$ cat config.mk
export PLATFORM = sky130hd
export DESIGN_NAME = grst_pow
export DESIGN_NICKNAME = d
export VERILOG_FILES = /design/src/rtl/grst_pkg.sv /design/src/rtl/grst_pow.sv
export SDC_FILE = /design/constraint.sdc
export NUM_CORES = 2
export LEC_CHECK = 0
export ABC_CLOCK_PERIOD_IN_PS = 9840
export BUFFER_PORTS_ARGS = -buffer_cell sky130_fd_sc_hd__clkbuf_2
export CAP_MARGIN = 20
export CELL_PAD_IN_SITES_DETAIL_PLACEMENT = 0
export CELL_PAD_IN_SITES_GLOBAL_PLACEMENT = 1
export CORE_UTILIZATION = 57
export DETAILED_ROUTE_END_ITERATION = 10
export MAX_ROUTING_LAYER = met4
export PLACE_DENSITY = 0.95
export SETUP_SLACK_MARGIN = 0.15
export SKIP_LAST_GASP = 1
export SYNTH_ARGS = -nofsm -noshare
export SYNTH_HDL_FRONTEND = slang
export SYNTH_SLANG_ARGS = --single-unit
$ cat constraint.sdc
create_clock -name clk -period 9.84 [get_ports clk]
set_input_delay 0.984 -clock clk [delete_from_list [all_inputs] [get_ports clk]]
set_output_delay 0.984 -clock clk [all_outputs]
set_load 0.01 [all_outputs]
$ cat src/rtl/grst_pkg.sv
// ----------------------------------------------------------------------------
// grst_pkg: shared types and constants for the resource survival test
// Register indexes, default formats, exp constants and the pipeline tag.
// ----------------------------------------------------------------------------
package grst_pkg;

	localparam int FRAC_BITS_DEF = 8;
	localparam int PROB_BITS_DEF = 16;

	localparam int NUM_W   = 48;
	localparam int X_INT   = 22;
	localparam int X_W     = X_INT + 1;
	localparam int Y_W     = 23;
	localparam int N_W     = 7;
	localparam int M_W     = 17;
	localparam int FRAC_ST = 16;
	localparam int YEAR_W  = 5;

	localparam logic [16:0]    LOG2E_Q16 = 17'd94548;
	localparam logic [X_W-1:0] X_CAP     = X_W'(1) << X_INT;
	localparam logic [N_W-1:0] N_LIMIT   = N_W'(40);
	localparam logic [M_W-1:0] M_ONE     = M_W'(1) << 16;

	typedef enum logic [2:0] {
		REG_PEAK   = 3'd0,
		REG_OPT    = 3'd1,
		REG_GAIN   = 3'd2,
		REG_BASE   = 3'd3,
		REG_YEARS  = 3'd4
	} reg_idx_t;

	typedef struct packed {
		logic        vld;
		logic        wzero;
		logic [15:0] rnd;
	} tag_t;

	function automatic logic [15:0] pow2_frac(input logic [3:0] i);
		logic [15:0] v;
		unique case (i)
			4'd0:  v = 16'd46341;
			4'd1:  v = 16'd55109;
			4'd2:  v = 16'd60097;
			4'd3:  v = 16'd62757;
			4'd4:  v = 16'd64132;
			4'd5:  v = 16'd64830;
			4'd6:  v = 16'd65182;
			4'd7:  v = 16'd65359;
			4'd8:  v = 16'd65447;
			4'd9:  v = 16'd65492;
			4'd10: v = 16'd65514;
			4'd11: v = 16'd65525;
			4'd12: v = 16'd65530;
			4'd13: v = 16'd65533;
			4'd14: v = 16'd65535;
			4'd15: v = 16'd65535;
			default: v = 16'd65535;
		endcase
		return v;
	endfunction

endpackage

$ cat src/rtl/grst_pow.sv
// ----------------------------------------------------------------------------
// grst_pow: compounding by squaring and the survival draw
// One stage per exponent bit, then saturation, compare and output register.
// ----------------------------------------------------------------------------
module grst_pow #(
	parameter int PROB_BITS = grst_pkg::PROB_BITS_DEF
) (
	input  logic                        clk,
	input  logic                        arst_n,
	input  logic                        en,
	input  grst_pkg::tag_t              tag_in,
	input  logic [PROB_BITS-1:0]        p_in,
	input  logic [grst_pkg::YEAR_W-1:0] years_per_step,
	output logic                        out_vld,
	output logic                        dies,
	output logic [15:0]                 survival_prob
);

	localparam int SHL = (PROB_BITS >= 16) ? PROB_BITS - 16 : 0;
	localparam int SHR = (PROB_BITS >= 16) ? 0 : 16 - PROB_BITS;
	localparam int NY  = grst_pkg::YEAR_W;
	localparam logic [PROB_BITS:0]   ONE = (PROB_BITS + 1)'(1) << PROB_BITS;
	localparam logic [PROB_BITS-1:0] TOP = '1;

	grst_pkg::tag_t         tag_k  [0:NY-1];
	logic [PROB_BITS:0]     acc_k  [0:NY-1];
	logic [PROB_BITS-1:0]   base_k [0:NY-1];

	grst_pkg::tag_t         tag_o;
	logic                   dies_o;
	logic [15:0]            prob_o;
	logic [PROB_BITS-1:0]   acc_sat, rnd_p;
	logic [PROB_BITS+15:0]  rnd_w, prob_w;

	for (genvar k = 0; k < NY; k++) begin : g_year
		logic [PROB_BITS:0]     a_in;
		logic [PROB_BITS-1:0]   b_in;
		grst_pkg::tag_t         t_in;
		logic [2*PROB_BITS:0]   ap;
		logic [2*PROB_BITS-1:0] bp;

		if (k == 0) begin : g_first
			assign a_in = ONE;
			assign b_in = p_in;
			assign t_in = tag_in;
		end else begin : g_next
			assign a_in = acc_k[k-1];
			assign b_in = base_k[k-1];
			assign t_in = tag_k[k-1];
		end

		assign ap = (2*PROB_BITS + 1)'(a_in) * (2*PROB_BITS + 1)'(b_in);
		assign bp = (2*PROB_BITS)'(b_in) * (2*PROB_BITS)'(b_in);

		always_ff @(posedge clk or negedge arst_n) begin
			if (!arst_n) tag_k[k] <= '0;
			else if (en) tag_k[k] <= t_in;
		end

		always_ff @(posedge clk) begin
			if (en) begin
				acc_k[k]  <= years_per_step[k] ? (PROB_BITS + 1)'(ap >> PROB_BITS) : a_in;
				base_k[k] <= PROB_BITS'(bp >> PROB_BITS);
			end
		end
	end

	assign acc_sat = (acc_k[NY-1] > (PROB_BITS + 1)'(TOP)) ? TOP : PROB_BITS'(acc_k[NY-1]);
	assign rnd_w   = (PROB_BITS + 16)'(tag_k[NY-1].rnd) << SHL;
	assign rnd_p   = PROB_BITS'(rnd_w >> SHR);
	assign prob_w  = ((PROB_BITS + 16)'(acc_sat) >> SHL) << SHR;

	always_ff @(posedge clk or negedge arst_n) begin
		if (!arst_n) tag_o <= '0;
		else if (en) tag_o <= tag_k[NY-1];
	end

	always_ff @(posedge clk) begin
		if (en) begin
			dies_o <= !(rnd_p < acc_sat);
			prob_o <= prob_w[15:0];
		end
	end

	assign out_vld       = tag_o.vld;
	assign dies          = dies_o;
	assign survival_prob = prob_o;

	a_zero_dies: assert property (@(posedge clk) disable iff (!arst_n)
		tag_o.vld && prob_o == '0 |-> dies_o)
		else $error("zero survival without death");

	a_hold_out: assert property (@(posedge clk) disable iff (!arst_n)
		!en && tag_o.vld |=> tag_o.vld && $stable(prob_o) && $stable(dies_o))
		else $error("stalled result changed");

	a_hold_pipe: assert property (@(posedge clk) disable iff (!arst_n)
		!en |=> $stable(tag_k[NY-1]))
		else $error("pipeline advanced during stall");

endmodule

==> flow_summary.toml <==
[placement]
io_buffers = 58
pre_cts_slack_ns = 2.24
dpl_cell_area_mm2 = 0.0720
gp_congestion = 0.925
dp_hpwl_um = 121000

[job]
maxCapViolCount = 0

[setup_path]
crit_top_cell = "fa_1"
required_ns = 10.21
arrival_ns = 7.64
start_kind = "flip-flop"
path_max_fanout = 17
crit_family = "adder cells"
critPathBufInv = 6
max_stage_delay_ns = 0.97
critical_path_class = "flip-flop to flip-flop"
critical_path.endpoint_type = "flip-flop"
crit_chain = "buf_4 > nand2_1 > fa_1 > inv_1 > fa_1 > inv_1 > fa_1 > inv_1 > fa_1 > fa_1 > inv_1 > fa_1 > inv_1 > ha_1 > and4_1 > nor4b_1 > a21oi_1 > a211oi_1 > nor2_1 > o21ai_1 > a21o_1 > a211oi_1 > a221o_1"
slowest_stage = "edfxtp_1"

[logic_synthesis]
muxShareOfSynthArea_pct = 2.11
async_flop_share_pct = 34.1
ys_warn_count = 0
synth_seq_cells = 252
synth_cell_types = 79
synth-edff-count = 166
synth_xor_area_share_pct = 1.98
netlist_area_mm2 = 0.0703
synthCells = 7391
syn_nets = 9724
synth_flop_cell = "edfxtp_1"
synth-simple-area-share_pct = 13.3
synth_top_family_by_area = "adder cells"
synth-compound-area-share_pct = 4.23
synth_fa_ha_area_share_pct = 56.6
yosysSeqAreaShare_pct = 10.2
avgSynthCellArea_um2 = 9.51

[clock_tree]
htree_levels = 1
cts_resized = 0
clock_sinks = 252
clk_latency_ns = 0.63
hold_buffers = 0
cts_tree = "built"
cts_root_buf = "clkbuf_16"
post-cts-setup-buffer-count = 0
clockBufferDepth = 3
clk_pin_slew_ns = 0.07
cts_buffers = 31

[timing]
rsz0062_at_grt = "no"
fmax_mhz = 138
hold_viol = 0
period_needed_ns = 7.27
slew_violations = 0
fin_ws_ns = 2.57
skew_ns = 0.0229
finalSetupViolations = 0
fin_crit_sh_pct = 73.8
timing.slew.headroom_pct = 33.7
tightestPinTransition_ns = 0.994
setup_tns_ns = 0

[global_route]
antenna_found_initial = 3
grtUsageTotal_pct = 27.0
grt_overflow_total = 0
grt_pass1_wl_um = 266000
grt_max_degree = 113
grt_pass1_vias = 53600

[final_layout]
mostFrequentLayoutCells = "inv_1, fa_1, nand2_1"
final_cell_area_mm2 = 0.0731
layout-drive-gt1-share_pct = 4.52
fillers = 10200
seqCellArea_mm2 = 0.00714
final_net_count = 9585
syn2layout_area_growth_pct = 4.04
mostFrequentLayoutCell = "inv_1"
multi_input_area_mm2 = 0.0550

[floorplan]
row_count = 128
ioPinCount = 60
dieWidth_um = 353
core_mm2 = 0.122
start_util_pct = 57.6
die_y_um = 353
dieArea_mm2 = 0.125

[worst_hold_path]
hp-class = "input port to async pin"

[drt]
drt-pass1-iter-count = 6
vias = 48000
viasPerCell = 5.39
wl_per_cell_um = 17.5
drtIter0Drc = 2682
drc = 0
ant_nets = 0
routed_wl_um = 156000

[outcome]
status = "complete, no violations"
registers in the layout (all words and copies together) (netlist names):
signal         count
g_year.t_in       68
rnd_p             16
base_k            64
tag_k              1
dies               1
survival_prob     16
out_vld            1
acc_k             85
synth_stat cells (all sizes together), types with 37 or more instances:
library cell | n | share of area (%)
xnor2 | 103 | 1.3
mux2 | 131 | 2.1
a21oi | 144 | 1.0
a21o | 93 | 0.99
ha | 810 | 14
fa | 1481 | 42
nand2 | 908 | 4.8
o21ai | 77 | 0.55
dfrtp | 86 | 3.1
edfxtp | 166 | 7.1
inv | 1878 | 10
clkbuf | 278 | 1.5
and2 | 665 | 5.9
nor2 | 176 | 0.94
nand3 | 37 | 0.26
xor2 | 56 | 0.70
per-stage QoR:
step / utilization [%] / instances / hold WS [ns]
6_report: 59.9 / 8905 / 0.172
5_1_grt: 59.9 / 8904 / 0.164
4_1_cts: 59.9 / 8901 / 0.508
3_5_place_dp: 59.0 / 8843 / 0.490
3_3_place_gp: 59.0 / 8843 / 0.483
2_1_floorplan: - / 7391 / 0.449
final timing paths:
path / start / end / slack, ns / cells past startpoint
setup / recovery: base_k[0][40] / acc_k[0][64] / 2.57 / 23
hold / removal: arst_n / rnd_p[11] / 0.17 / 1
setup reg to reg: base_k[0][40] / acc_k[0][64] / 2.57 / 23
hold reg to reg: g_year[1].t_in[8] / g_year[2].t_in[8] / 0.50 / 1
max in group asynchronous: arst_n / out_vld / 9.08 / 2
min in group clk: g_year[1].t_in[8] / g_year[2].t_in[8] / 0.50 / 1
layout make-up:
type | instances | share of cell area [%]
Multi-Input combinational cell | 4973 | 75.2
Clock buffer | 34 | 1.12
Inverter | 1881 | 9.66
Sequential cell | 252 | 9.76
Antenna cell | 3 | 0.0103
Clock inverter | 24 | 0.433
Tap cell | 1625 | 2.78
Timing Repair Buffer | 113 | 1.01
cell families after synthesis:
group,after synthesis
DFF,252
and+or+nand+nor,1941
AOI/OAI and AO/OA,450
muxes,132
buffers and inverters,2166
xor gates and xnor gates,159
adders and majority gates,2291
metal layers:
layer / vias to the layer above / global-route usage (%) / share of wire [%]
li1: 21700 / - / -
met1: 24600 / 34.1 / 41
met2: 1379 / 46.5 / 51
met3: 300 / 2.83 / 5.7
met4: 0 / 6.68 / 2.7
met5: - / - / 0
Power is not shown: default switching activity piles up to over one toggle a cycle in this logic, so the estimate is an artifact.
